<file path="config.mk">
export PLATFORM = sky130hd
export DESIGN_NAME = nvme_host_queue_pair
export DESIGN_NICKNAME = d
export VERILOG_FILES = /design/src/rtl/core/nhqp_pkg.sv /design/src/rtl/core/nhqp_step.sv /design/src/rtl/core/nvme_host_queue_pair.sv
export SDC_FILE = /design/constraint.sdc
export NUM_CORES = 1
export LEC_CHECK = 0
export BUFFER_PORTS_ARGS = -buffer_cell sky130_fd_sc_hd__buf_2
export CAP_MARGIN = 20
export CORE_ASPECT_RATIO = 2
export CORE_MARGIN = 8
export CORE_UTILIZATION = 52
export CTS_CLUSTER_SIZE = 14
export DETAILED_ROUTE_END_ITERATION = 16
export HOLD_SLACK_MARGIN = 0.02
export PLACE_DENSITY = 0.81
export SLEW_MARGIN = 5
export SYNTH_ARGS = -nofsm -noshare
export SYNTH_HDL_FRONTEND = slang
export SYNTH_HIERARCHICAL = 1
export SYNTH_SLANG_ARGS = --single-unit
</file>
<file path="constraint.sdc">
create_clock -name clk_i -period 6.5 [get_ports clk_i]
set_input_delay 0.975 -clock clk_i [delete_from_list [all_inputs] [get_ports clk_i]]
set_output_delay 0.975 -clock clk_i [all_outputs]
set_load 0.05 [all_outputs]
</file>
<file path="src/rtl/core/nhqp_pkg.sv">
// ----------------------------------------------------------------------------
// nhqp_pkg: shared types and constants for the NVMe host queue pair
// Payload structs, result kinds, register indexes and command encodings.
// ----------------------------------------------------------------------------
package nhqp_pkg;

  localparam int unsigned PTR_BITS_DEF = 16;

  localparam int unsigned CFG_IDX_W  = 8;
  localparam int unsigned CFG_DATA_W = 32;

  // Register indexes on the configuration port
  localparam logic [CFG_IDX_W-1:0] CFG_QUEUE_MASK   = 8'd0;
  localparam logic [CFG_IDX_W-1:0] CFG_MAX_TRANSFER = 8'd1;

  localparam logic [15:0] QUEUE_MASK_RST   = 16'd63;
  localparam logic [16:0] MAX_TRANSFER_RST = 17'd256;

  localparam logic [7:0]  OPC_WRITE   = 8'h01;
  localparam logic [7:0]  OPC_READ    = 8'h02;
  localparam logic [16:0] NLB_LIMIT   = 17'd65536;
  localparam logic [16:0] NLB_ONE     = 17'd1;
  localparam logic [31:0] CDW12_BASE  = 32'h8000_0000;
  localparam logic [15:0] CPL_SC_MASK = 16'h01fe;

  typedef enum logic [1:0] {
    KIND_CMD    = 2'd0,
    KIND_CPL    = 2'd1,
    KIND_REJECT = 2'd2
  } kind_e;

  typedef struct packed {
    logic        cmd;
    logic        is_write;
    logic [62:0] start_block;
    logic [16:0] block_count;
    logic [63:0] buffer_address;
    logic [15:0] cpl_status;
    logic [15:0] cpl_sq_head;
  } in_t;

  typedef struct packed {
    kind_e       kind;
    logic [31:0] cdw0;
    logic [63:0] prp1;
    logic [31:0] cdw10;
    logic [31:0] cdw11;
    logic [31:0] cdw12;
    logic [15:0] doorbell_value;
    logic        cpl_ok;
  } out_t;

endpackage

</file>
<file path="src/rtl/core/nhqp_step.sv">
// ----------------------------------------------------------------------------
// nhqp_step: per-word command build and completion check
// Combinational next-state and result for one submit or completion word.
// ----------------------------------------------------------------------------
module nhqp_step #(
  parameter int unsigned PTR_BITS = nhqp_pkg::PTR_BITS_DEF
) (
  input  nhqp_pkg::in_t      item_i,
  input  logic [15:0]        queue_mask_i,
  input  logic [16:0]        max_transfer_i,
  input  logic [PTR_BITS-1:0] sq_tail_i,
  input  logic [PTR_BITS-1:0] sq_head_i,
  input  logic [PTR_BITS-1:0] cq_head_i,
  input  logic               cq_phase_i,
  output logic [PTR_BITS-1:0] sq_tail_o,
  output logic [PTR_BITS-1:0] sq_head_o,
  output logic [PTR_BITS-1:0] cq_head_o,
  output logic               cq_phase_o,
  output nhqp_pkg::out_t     res_o
);
  import nhqp_pkg::*;

  logic [PTR_BITS-1:0] mask;
  logic [PTR_BITS-1:0] tail_inc;
  logic [PTR_BITS-1:0] cq_inc;
  logic                full;
  logic                phase_ok;
  logic [16:0]         limit;
  logic [16:0]         count;
  logic [16:0]         clamped;
  logic [16:0]         nlb;
  logic [7:0]          opc;

  assign mask     = queue_mask_i[PTR_BITS-1:0];
  assign tail_inc = (sq_tail_i + PTR_BITS'(1)) & mask;
  assign cq_inc   = (cq_head_i + PTR_BITS'(1)) & mask;
  assign full     = (tail_inc == sq_head_i);
  assign phase_ok = (item_i.cpl_status[0] == cq_phase_i);

  always_comb begin
    // clamp the limit to [1, NLB_LIMIT], then the count to [1, limit]
    if (max_transfer_i == '0) begin
      limit = NLB_ONE;
    end else if (max_transfer_i > NLB_LIMIT) begin
      limit = NLB_LIMIT;
    end else begin
      limit = max_transfer_i;
    end
    count   = (item_i.block_count == '0) ? NLB_ONE : item_i.block_count;
    clamped = (count > limit) ? limit : count;
    nlb     = clamped - NLB_ONE;
    opc     = item_i.is_write ? OPC_WRITE : OPC_READ;
  end

  always_comb begin
    sq_tail_o  = sq_tail_i;
    sq_head_o  = sq_head_i;
    cq_head_o  = cq_head_i;
    cq_phase_o = cq_phase_i;
    res_o      = '0;
    res_o.kind = KIND_REJECT;
    if (!item_i.cmd) begin
      if (!full) begin
        sq_tail_o            = tail_inc;
        res_o.kind           = KIND_CMD;
        res_o.cdw0           = {16'(sq_tail_i), 8'h00, opc};
        res_o.prp1           = item_i.buffer_address;
        res_o.cdw10          = item_i.start_block[31:0];
        res_o.cdw11          = {1'b0, item_i.start_block[62:32]};
        res_o.cdw12          = CDW12_BASE | {16'h0000, nlb[15:0]};
        res_o.doorbell_value = 16'(tail_inc);
      end
    end else if (phase_ok) begin
      cq_head_o            = cq_inc;
      // flip the expected phase when the head wraps
      cq_phase_o           = (cq_inc == '0) ? ~cq_phase_i : cq_phase_i;
      sq_head_o            = item_i.cpl_sq_head[PTR_BITS-1:0];
      res_o.kind           = KIND_CPL;
      res_o.doorbell_value = 16'(cq_inc);
      res_o.cpl_ok         = ((item_i.cpl_status & CPL_SC_MASK) == '0);
    end
  end

endmodule

</file>
<file path="src/rtl/core/nvme_host_queue_pair.sv">
// ----------------------------------------------------------------------------
// nvme_host_queue_pair: host side of one NVMe I/O queue pair
// Builds read/write commands, tracks tail, heads and completion phase.
// ----------------------------------------------------------------------------
// Each input word yields one result word: a command, an accepted completion,
// or a reject (queue full or phase mismatch, state unchanged). A word is
// taken every cycle while in_ready_o is high, i.e. while the single result
// register is empty or being drained; the result is held there and shows on
// the output in the cycle after accept. Configuration writes take effect at
// once; the user must issue them only while the block is idle (unenforced).
module nvme_host_queue_pair #(
  parameter int unsigned PTR_BITS = nhqp_pkg::PTR_BITS_DEF
) (
  input  logic                                clk_i,
  input  logic                                rst_ni,
  input  logic                                in_valid_i,
  output logic                                in_ready_o,
  input  nhqp_pkg::in_t                       in_data_i,
  output logic                                out_valid_o,
  input  logic                                out_ready_i,
  output nhqp_pkg::out_t                      out_data_o,
  input  logic                                cfg_valid_i,
  output logic                                cfg_ready_o,
  input  logic [nhqp_pkg::CFG_IDX_W-1:0]      cfg_index_i,
  input  logic [nhqp_pkg::CFG_DATA_W-1:0]     cfg_data_i
);
  import nhqp_pkg::*;

  logic [15:0]         queue_mask_q;
  logic [16:0]         max_transfer_q;
  logic [PTR_BITS-1:0] sq_tail_q, sq_tail_d;
  logic [PTR_BITS-1:0] sq_head_q, sq_head_d;
  logic [PTR_BITS-1:0] cq_head_q, cq_head_d;
  logic                cq_phase_q, cq_phase_d;
  logic                out_valid_q;
  out_t                out_q, res;
  logic                in_fire;

  assign in_ready_o  = !out_valid_q || out_ready_i;
  assign in_fire     = in_valid_i && in_ready_o;
  assign cfg_ready_o = 1'b1;
  assign out_valid_o = out_valid_q;
  assign out_data_o  = out_q;

  nhqp_step #(
    .PTR_BITS(PTR_BITS)
  ) u_step (
    .item_i         (in_data_i),
    .queue_mask_i   (queue_mask_q),
    .max_transfer_i (max_transfer_q),
    .sq_tail_i      (sq_tail_q),
    .sq_head_i      (sq_head_q),
    .cq_head_i      (cq_head_q),
    .cq_phase_i     (cq_phase_q),
    .sq_tail_o      (sq_tail_d),
    .sq_head_o      (sq_head_d),
    .cq_head_o      (cq_head_d),
    .cq_phase_o     (cq_phase_d),
    .res_o          (res)
  );

  always_ff @(posedge clk_i or negedge rst_ni) begin
    if (!rst_ni) begin
      queue_mask_q   <= QUEUE_MASK_RST;
      max_transfer_q <= MAX_TRANSFER_RST;
    end else if (cfg_valid_i) begin
      unique case (cfg_index_i)
        CFG_QUEUE_MASK:   queue_mask_q   <= cfg_data_i[15:0];
        CFG_MAX_TRANSFER: max_transfer_q <= cfg_data_i[16:0];
        default: ;  // drop writes to unknown indexes
      endcase
    end
  end

  always_ff @(posedge clk_i or negedge rst_ni) begin
    if (!rst_ni) begin
      sq_tail_q   <= '0;
      sq_head_q   <= '0;
      cq_head_q   <= '0;
      cq_phase_q  <= 1'b1;
      out_valid_q <= 1'b0;
    end else if (in_fire) begin
      sq_tail_q   <= sq_tail_d;
      sq_head_q   <= sq_head_d;
      cq_head_q   <= cq_head_d;
      cq_phase_q  <= cq_phase_d;
      out_valid_q <= 1'b1;
    end else if (out_ready_i) begin
      out_valid_q <= 1'b0;
    end
  end

  always_ff @(posedge clk_i) begin
    if (in_fire) begin
      out_q <= res;
    end
  end

`ifndef SYNTHESIS
  // a reject leaves every pointer and the phase untouched
  assert property (@(posedge clk_i) disable iff (!rst_ni)
    (in_fire && res.kind == KIND_REJECT) |=>
      ($stable(sq_tail_q) && $stable(sq_head_q) && $stable(cq_head_q) &&
       $stable(cq_phase_q)))
    else $error("reject changed queue state");

  // the expected phase only flips when the completion head wraps to zero
  assert property (@(posedge clk_i) disable iff (!rst_ni)
    !$stable(cq_phase_q) |-> (cq_head_q == '0))
    else $error("phase flipped without head wrap");

  // an emitted command carries the new tail as doorbell and no completion flag
  assert property (@(posedge clk_i) disable iff (!rst_ni)
    (in_fire && res.kind == KIND_CMD) |=>
      (out_data_o.doorbell_value == 16'(sq_tail_q) && !out_data_o.cpl_ok &&
       out_data_o.cdw12[31]))
    else $error("command result inconsistent with tail");
`endif

endmodule

</file>
==> flow_metrics.env, run 1 <==
export IMPL_status="finished, final reports clean"
export IMPL_finalCritPeriodShare=0.875
export IMPL_crit_required_ps=6780
export IMPL_cts_buffers=27
export IMPL_cts_sinks=294
export IMPL_p_per_area_mw_per_mm2=281
export IMPL_end_kind="register"
export IMPL_cts_root_buf="clkbuf_16"
export IMPL_synth_area_leaders="edfxtp_1, dfrtp_1, and2_1"
export IMPL_synthCells=1165
export IMPL_netlist_top_cells_count="edfxtp_1, nand2_1, and2_1, dfrtp_1, mux2_2"
export IMPL_synth_top_family_by_area="simple AND/OR/NAND/NOR gates"
export IMPL_crit_arrival_ps=5970
export IMPL_ant_nets=0
export IMPL_die_h_um=249
export IMPL_tightest_slew_ps=953
export IMPL_dp_hpwl_um=32600
export IMPL_crit_type="register to register"
export IMPL_setup_viol=0
export IMPL_drive_above_1_share=0.356
export IMPL_drt_pass1_iterations=5
export IMPL_synth_ff_type="edfxtp_1"
export IMPL_switching_share=0.301
export IMPL_crit_fanout=11
export IMPL_grt_start_max_net_pins=170
export IMPL_place_gp_congestion=0.955
export IMPL_finalNetCount=1795
export IMPL_drt_initial_drc_count=802
export IMPL_drv_slew=0
export IMPL_htreeDepth=1
export IMPL_core_area_sq_mm=0.0268
export IMPL_comb_power_share=0.199
export IMPL_seqPwrFrac=0.483
export IMPL_viasPerCell=5.45
export IMPL_portBuffers=413
export IMPL_insertion_delay_ps=540
export IMPL_fmax_mhz=176
export IMPL_place_ws_ps=974
export IMPL_start_util=0.525
export IMPL_synthMuxAreaShare=0.0783
export IMPL_routed_wl_um=42700
export IMPL_seq_area_frac_synth=0.599
export IMPL_intPower_mw=3.35
export IMPL_synth_compound_area_frac=0.0500
export IMPL_peakVddDrop_mv=0.202
export IMPL_postSynth_asyncResetShare=0.282
export IMPL_path_cells="or4_1 > nor4_1 > nor3b_1 > nand2b_1 > nand2_1 > ha_1 > nand3_1 > nor3_1 > nand3_1 > and2_0 > a22oi_1 > buf_4 > nor2_1 > a21oi_1 > ha_1 > o21ai_0 > nor2_1 > nand3_1 > o21a_1 > o21ai_0 > mux2_2 > nor2_1"
export IMPL_clkPwrFrac=0.319
export IMPL_fin_util=0.636
export IMPL_grt_pass1_wl_um=63900
export IMPL_die_area_sq_mm=0.0329
export IMPL_grt_use_total=0.251
export IMPL_period_minus_slack_ps=5680
export IMPL_rsz0062_at_grt="false"
export IMPL_postCtsSetupRepairBufs=0
export IMPL_synth_xor_area_share=0.0261
export IMPL_max_cap_violations=0
export IMPL_setup_ws_ps=815
export IMPL_skew_ps=13.6
export IMPL_finalHoldWorstSlack_ps=297
export IMPL_setup_tns_ps=0
export IMPL_grt_overflow_total=0
export IMPL_io_pins=437
export IMPL_critPathSlowestCell="or4_1"
export IMPL_ys_types=66
export IMPL_rows=85
export IMPL_synth_simple_gate_area_share=0.178
export IMPL_worstSetupStartpointType="register"
export IMPL_post_drt_wl_per_cell_um=22.2
export IMPL_yosys_area_top_type="edfxtp_1"
export IMPL_antenna_found_initial=5
export IMPL_hold_viol_final=0
export IMPL_hold_buffers=0
export IMPL_syn_area_sq_mm=0.0141
export IMPL_r2r_slack_ps=820
export IMPL_tritoncts="yes"
export IMPL_synth_seq_cells=294
export IMPL_synthAdderAreaFrac=0.0178
export IMPL_cts_clk_slew_worst_paths_ps=70
export IMPL_num_vias=10500
export IMPL_clockBufferDepth=3
export IMPL_slowest_delay_ps=570
export IMPL_yosys_warnings=6
export IMPL_switchingPower_mw=1.44
export IMPL_p_leak_nw=7.42
export IMPL_cts_repair_resized=0
export IMPL_synth_most_common_cell="edfxtp_1"
export IMPL_fillCellCount=2132
export IMPL_relSlewSlack=0.365
export IMPL_synth_edf_count=211
export IMPL_hold_class="input port to asynchronous set/reset pin"
export IMPL_grt_pass1_vias=10600
export IMPL_area_delta_synth_final_pct=21.1
export IMPL_drc=0
export IMPL_fp_dieW_um=132
export IMPL_synth_top_area_frac=0.450
export IMPL_syn_area_per_cell_sq_um=12.1
export IMPL_finalPower_mw=4.79
[power by group through the flow]
stage / sequential (mW) / clock, mW / combinational (mW)
CTS: 2.31 / 1.56 / 0.953
global route: 2.33 / 1.63 / 1.02
finish: 2.31 / 1.53 / 0.951
global placement: 2.34 / 0 / 0.929
detailed placement: 2.35 / 0 / 0.951
floorplan: 2.59 / 0 / 0.430
[sequential cells by signal (all words and copies together) (netlist names)]
| signal | flops |
|---|---|
| out_data_o | 211 |
| max_transfer_q | 17 |
| cq_head_q | 16 |
| queue_mask_q | 16 |
| sq_head_q | 16 |
| sq_tail_q | 16 |
| cq_phase_q | 1 |
| out_valid_o | 1 |
[cells by family after synthesis]
logic type | count (synthesis)
other | 2
multiplexers | 96
buffers and inverters | 122
adder cells (fa/ha/maj) | 20
AO/OA/AOI/OAI | 113
AND/OR/NAND/NOR | 476
XOR/XNOR | 42
flip-flops | 294
[critical path: cells and delay by family, from the launching register on]
kind | cells | cell delay, ps
flops | 1 | 420
buf+inv | 1 | 220
fa+ha+maj | 2 | 650
mux | 1 | 180
simple gates | 13 | 3040
compound gates | 5 | 900
[layer usage]
| metal | vias up | wire, um | global-route usage |
|---|---|---|---|
| li1 | 4854 | - | - |
| met1 | 5029 | 14600 | 0.258 |
| met2 | 498 | 23400 | 0.477 |
| met3 | 93 | 2990 | 0.0515 |
| met4 | 4 | 1680 | 0.104 |
| met5 | - | 34 | 0 |
[cell type report]
| class | count | area [sq um] | share of cell area |
|---|---|---|---|
| repair buffers | 424 | 2180 | 0.128 |
| flip-flops and latches | 294 | 8420 | 0.494 |
| multi-input cells | 778 | 5060 | 0.297 |
| diodes | 3 | 7.51 | 0.000440 |
| clock inverters | 4 | 32.5 | 0.00191 |
| inverters | 27 | 105 | 0.00617 |
| well taps | 348 | 435 | 0.0255 |
| clock buffers | 45 | 805 | 0.0472 |
[final timing paths]
check,from,end,depth (start not counted)
setup / recovery,max_transfer_q[9]$_DFFE_PN0P_,out_data_o[31]$_DFFE_PP_,22
hold / removal,rst_ni,sq_head_q[9]$_DFFE_PN0P_,1
setup reg to reg,max_transfer_q[9]$_DFFE_PN0P_,out_data_o[31]$_DFFE_PP_,22
hold reg to reg,max_transfer_q[0]$_DFFE_PN0P_,max_transfer_q[0]$_DFFE_PN0P_,1
max in group asynchronous,rst_ni,cq_head_q[1]$_DFFE_PN0P_,2
min in group clk_i,max_transfer_q[0]$_DFFE_PN0P_,max_transfer_q[0]$_DFFE_PN0P_,1
[cell usage in the layout, fill, tap and decap left out, drive strengths merged, types with 8 or more instances in the layout]
cell,synthesis,layout
buf,60,424
edfxtp,211,211
nand2,151,151
and2,139,139
mux2,83,83
dfrtp,75,75
nor2,50,50
o21ai,49,49
clkbuf,35,45
conb,2,31
xnor2,28,28
inv,27,28
nand3,25,25
nor4,21,21
ha,20,20
nand4,19,19
a21oi,17,17
nor3,16,16
xor2,14,14
mux2i,13,13
nand2b,10,10
a211oi,10,10
dfstp,8,8
a21o,8,8
[per-stage QoR]
stage          cells  cell area (sq um)
2_1_floorplan   1194              14200
3_3_place_gp    1871              16200
3_5_place_dp    1871              16200
4_1_cts         1920              17000
5_1_grt         1923              17000
6_report        1923              17000
Note: power is estimated with default switching activity, not from simulation.
==> run 2: changes to the inputs <==
ABC_AREA = 1   (was unset)
CORE_UTILIZATION = 51   (was 52)
SYNTH_HIERARCHICAL = unset   (was 1)
==> run 2 against run 1 <==
- largest power group unchanged
- setup slack better by 910 ps
- cell area shrank 8.4%
- register-to-register slack better by 910 ps
- core utilization is 0.97 points lower
==> flow_metrics.env, run 2 <==
export IMPL_status="finished, final reports clean"
export IMPL_drt_initial_drc_count=713
export IMPL_fp_dieW_um=129
export IMPL_final_cell_area_sq_mm=0.0156
export IMPL_peakVddDrop_mv=0.263
export IMPL_place_gp_congestion=0.955
export IMPL_crit_fanout=28
export IMPL_hold_class="input port to asynchronous set/reset pin"
export IMPL_num_vias=10900
export IMPL_synth_area_leaders="edfxtp_1, dfrtp_1, nand2_1"
export IMPL_netlist_top_cells_count="nand2_1, inv_1, nor2_1, edfxtp_1, o21ai_0"
export IMPL_synthAdderAreaFrac=0.0194
export IMPL_rsz0062_at_grt="false"
export IMPL_synth_top_area_frac=0.421
export IMPL_syn_area_sq_mm=0.0129
export IMPL_synth_simple_gate_area_share=0.233
export IMPL_yosys_area_top_type="edfxtp_1"
export IMPL_grt_overflow_total=0
export IMPL_p_leak_nw=7.94
export IMPL_worstSetupStartpointType="register"
export IMPL_cts_repair_resized=0
export IMPL_die_h_um=241
export IMPL_synth_ff_type="edfxtp_1"
export IMPL_grt_pass1_wl_um=57900
export IMPL_finalCritPeriodShare=0.735
export IMPL_core_area_sq_mm=0.0249
export IMPL_io_pins=437
export IMPL_crit_type="register to register"
export IMPL_reg2reg_from="max_transfer_q[15]$_DFFE_PN0P_"
export IMPL_p_per_area_mw_per_mm2=268
export IMPL_post_drt_wl_per_cell_um=18.4
export IMPL_max_cap_violations=0
export IMPL_syn_area_per_cell_sq_um=8.87
export IMPL_place_area_sq_mm=0.0149
export IMPL_hold_buffers=0
export IMPL_r2r_cells=24
export IMPL_tightest_slew_ps=1020
export IMPL_synth_xor_area_share=0.00543
export IMPL_postSynth_asyncResetShare=0.314
export IMPL_ant_nets=0
export IMPL_drc=0
export IMPL_synth_top_family_by_area="simple AND/OR/NAND/NOR gates"
export IMPL_setup_viol=0
export IMPL_clockBufferDepth=3
export IMPL_routed_wl_um=39800
export IMPL_seq_area_frac_synth=0.583
export IMPL_ys_types=39
export IMPL_finalNetCount=2055
export IMPL_viasPerCell=5.01
export IMPL_fillCellCount=2043
export IMPL_most_common_layout_cells="buf_2, nand2_1, inv_1, nor2_1, edfxtp_1"
export IMPL_synth_compound_area_frac=0.0435
export IMPL_synth_seq_cells=264
export IMPL_crit_required_ps=6770
export IMPL_drt_pass1_iterations=7
export IMPL_cts_buffers=24
export IMPL_crit_arrival_ps=5050
export IMPL_antenna_found_initial=1
export IMPL_drv_slew=0
export IMPL_cts_root_buf="clkbuf_16"
export IMPL_synthCells=1455
export IMPL_drive_above_1_share=0.244
export IMPL_cts_sinks=264
export IMPL_htreeDepth=1
export IMPL_r2r_slack_ps=1720
export IMPL_final_common_cell="buf_2"
export IMPL_portBuffers=383
export IMPL_largest_reg_flops=181
export IMPL_synthMuxAreaShare=0.000872
export IMPL_area_delta_synth_final_pct=20.9
export IMPL_skew_ps=25.5
export IMPL_worstReg2RegEnd="out_data_o[29]$_SDFFCE_PP0P_"
export IMPL_hold_viol_final=0
export IMPL_end_kind="register"
export IMPL_grt_use_total=0.245
export IMPL_fmax_mhz=209
export IMPL_insertion_delay_ps=530
export IMPL_start_util=0.518
export IMPL_setup_tns_ps=0
export IMPL_relSlewSlack=0.321
export IMPL_grt_start_max_net_pins=119
export IMPL_rows=82
export IMPL_die_area_sq_mm=0.0310
export IMPL_postCtsSetupRepairBufs=0
export IMPL_period_minus_slack_ps=4780
export IMPL_synth_edf_count=181
export IMPL_grt_pass1_vias=10700
export IMPL_dp_hpwl_um=31300
export IMPL_tritoncts="yes"
export IMPL_yosys_warnings=0
export IMPL_synth_most_common_cell="nand2_1"
export IMPL_cts_clk_slew_worst_paths_ps=60
## run 2: cell types whose count changed after synthesis, moves of 38 or more
cell / change
nor2_1: +179
mux2_2: -72
nand3_1: +38
o21ai_0: +50
inv_1: +220
and2_1: -138
nand2_1: +179
## run 2: worst max path at each step
stage                                              start                      endpoint  slack [ps]  depth (start not counted)
after global placement                    in_data_i[111]  out_data_o[31]$_SDFFCE_PP0P_        1790                         21
after detailed placement                  in_data_i[111]  out_data_o[31]$_SDFFCE_PP0P_        1710                         21
after CTS                 max_transfer_q[15]$_DFFE_PN0P_  out_data_o[31]$_SDFFCE_PP0P_        1780                         26
after floorplan                              out_ready_i   out_data_o[0]$_SDFFCE_PN0P_        2100                          3
after global routing      max_transfer_q[15]$_DFFE_PN0P_  out_data_o[31]$_SDFFCE_PP0P_        1140                         23
final                     max_transfer_q[15]$_DFFE_PN0P_  out_data_o[29]$_SDFFCE_PP0P_        1720                         24
## run 2: where the power goes
part           internal [mW]  switching (mW)  leakage, nW
clock                  0.709           0.609        0.345
combinational          0.217           0.621         4.72
sequential              1.96          0.0746         2.88
## run 2: through the flow
step | util | std cells | setup slack (ps) | power (mW) | hold WS, ps
after CTS | 0.626 | 2166 | 1780 | 4.22 | 242
after global placement | 0.597 | 2122 | 1790 | 2.88 | 454
final | 0.626 | 2167 | 1720 | 4.19 | 260
after detailed placement | 0.597 | 2122 | 1710 | 2.90 | 466
after global routing | 0.626 | 2167 | 1140 | 4.37 | 250
after floorplan | - | 1484 | 2100 | 2.67 | 442
## run 2: critical path: stages (launching register included)
cell	delay, ps
dfrtp_1	390
nor2_1	110
nand2_1	70
nor2_1	120
nand2_1	80
nand2_1	330
nand2_1	170
ha_1	330
nand2_1	90
inv_1	40
nand2_1	50
nand2_1	40
nand2_1	50
nand2_1	70
nor2_1	90
nand2_1	480
nand2_2	610
nand2_1	150
nand2_1	200
ha_1	200
nand3_1	150
nor2_1	350
nand3_1	160
nor2_1	110
nor2_1	50
## run 2: routing by layer
metal | part of all wire | GRT usage
met5 | 0 | 0
met4 | 0.059 | 0.145
met3 | 0.073 | 0.0440
met2 | 0.54 | 0.469
met1 | 0.33 | 0.237
## run 2: final cells by class
type,instances,area (sq um),share of cell area
Clock buffer,38,664,0.0426
Timing Repair Buffer,391,1990,0.128
Clock inverter,6,51.3,0.00329
Sequential cell,264,7520,0.482
Multi-Input combinational cell,882,4030,0.258
Antenna cell,1,2.50,0.000160
Tap cell,336,420,0.0269
Inverter,249,935,0.0599
## run 2: cell families after synthesis
| logic type | Yosys count |
|---|---|
| flops | 264 |
| fa+ha+maj | 20 |
| mux | 1 |
| other cells | 2 |
| simple gates | 713 |
| xor+xnor | 8 |
| compound gates | 109 |
| buf+inv | 338 |
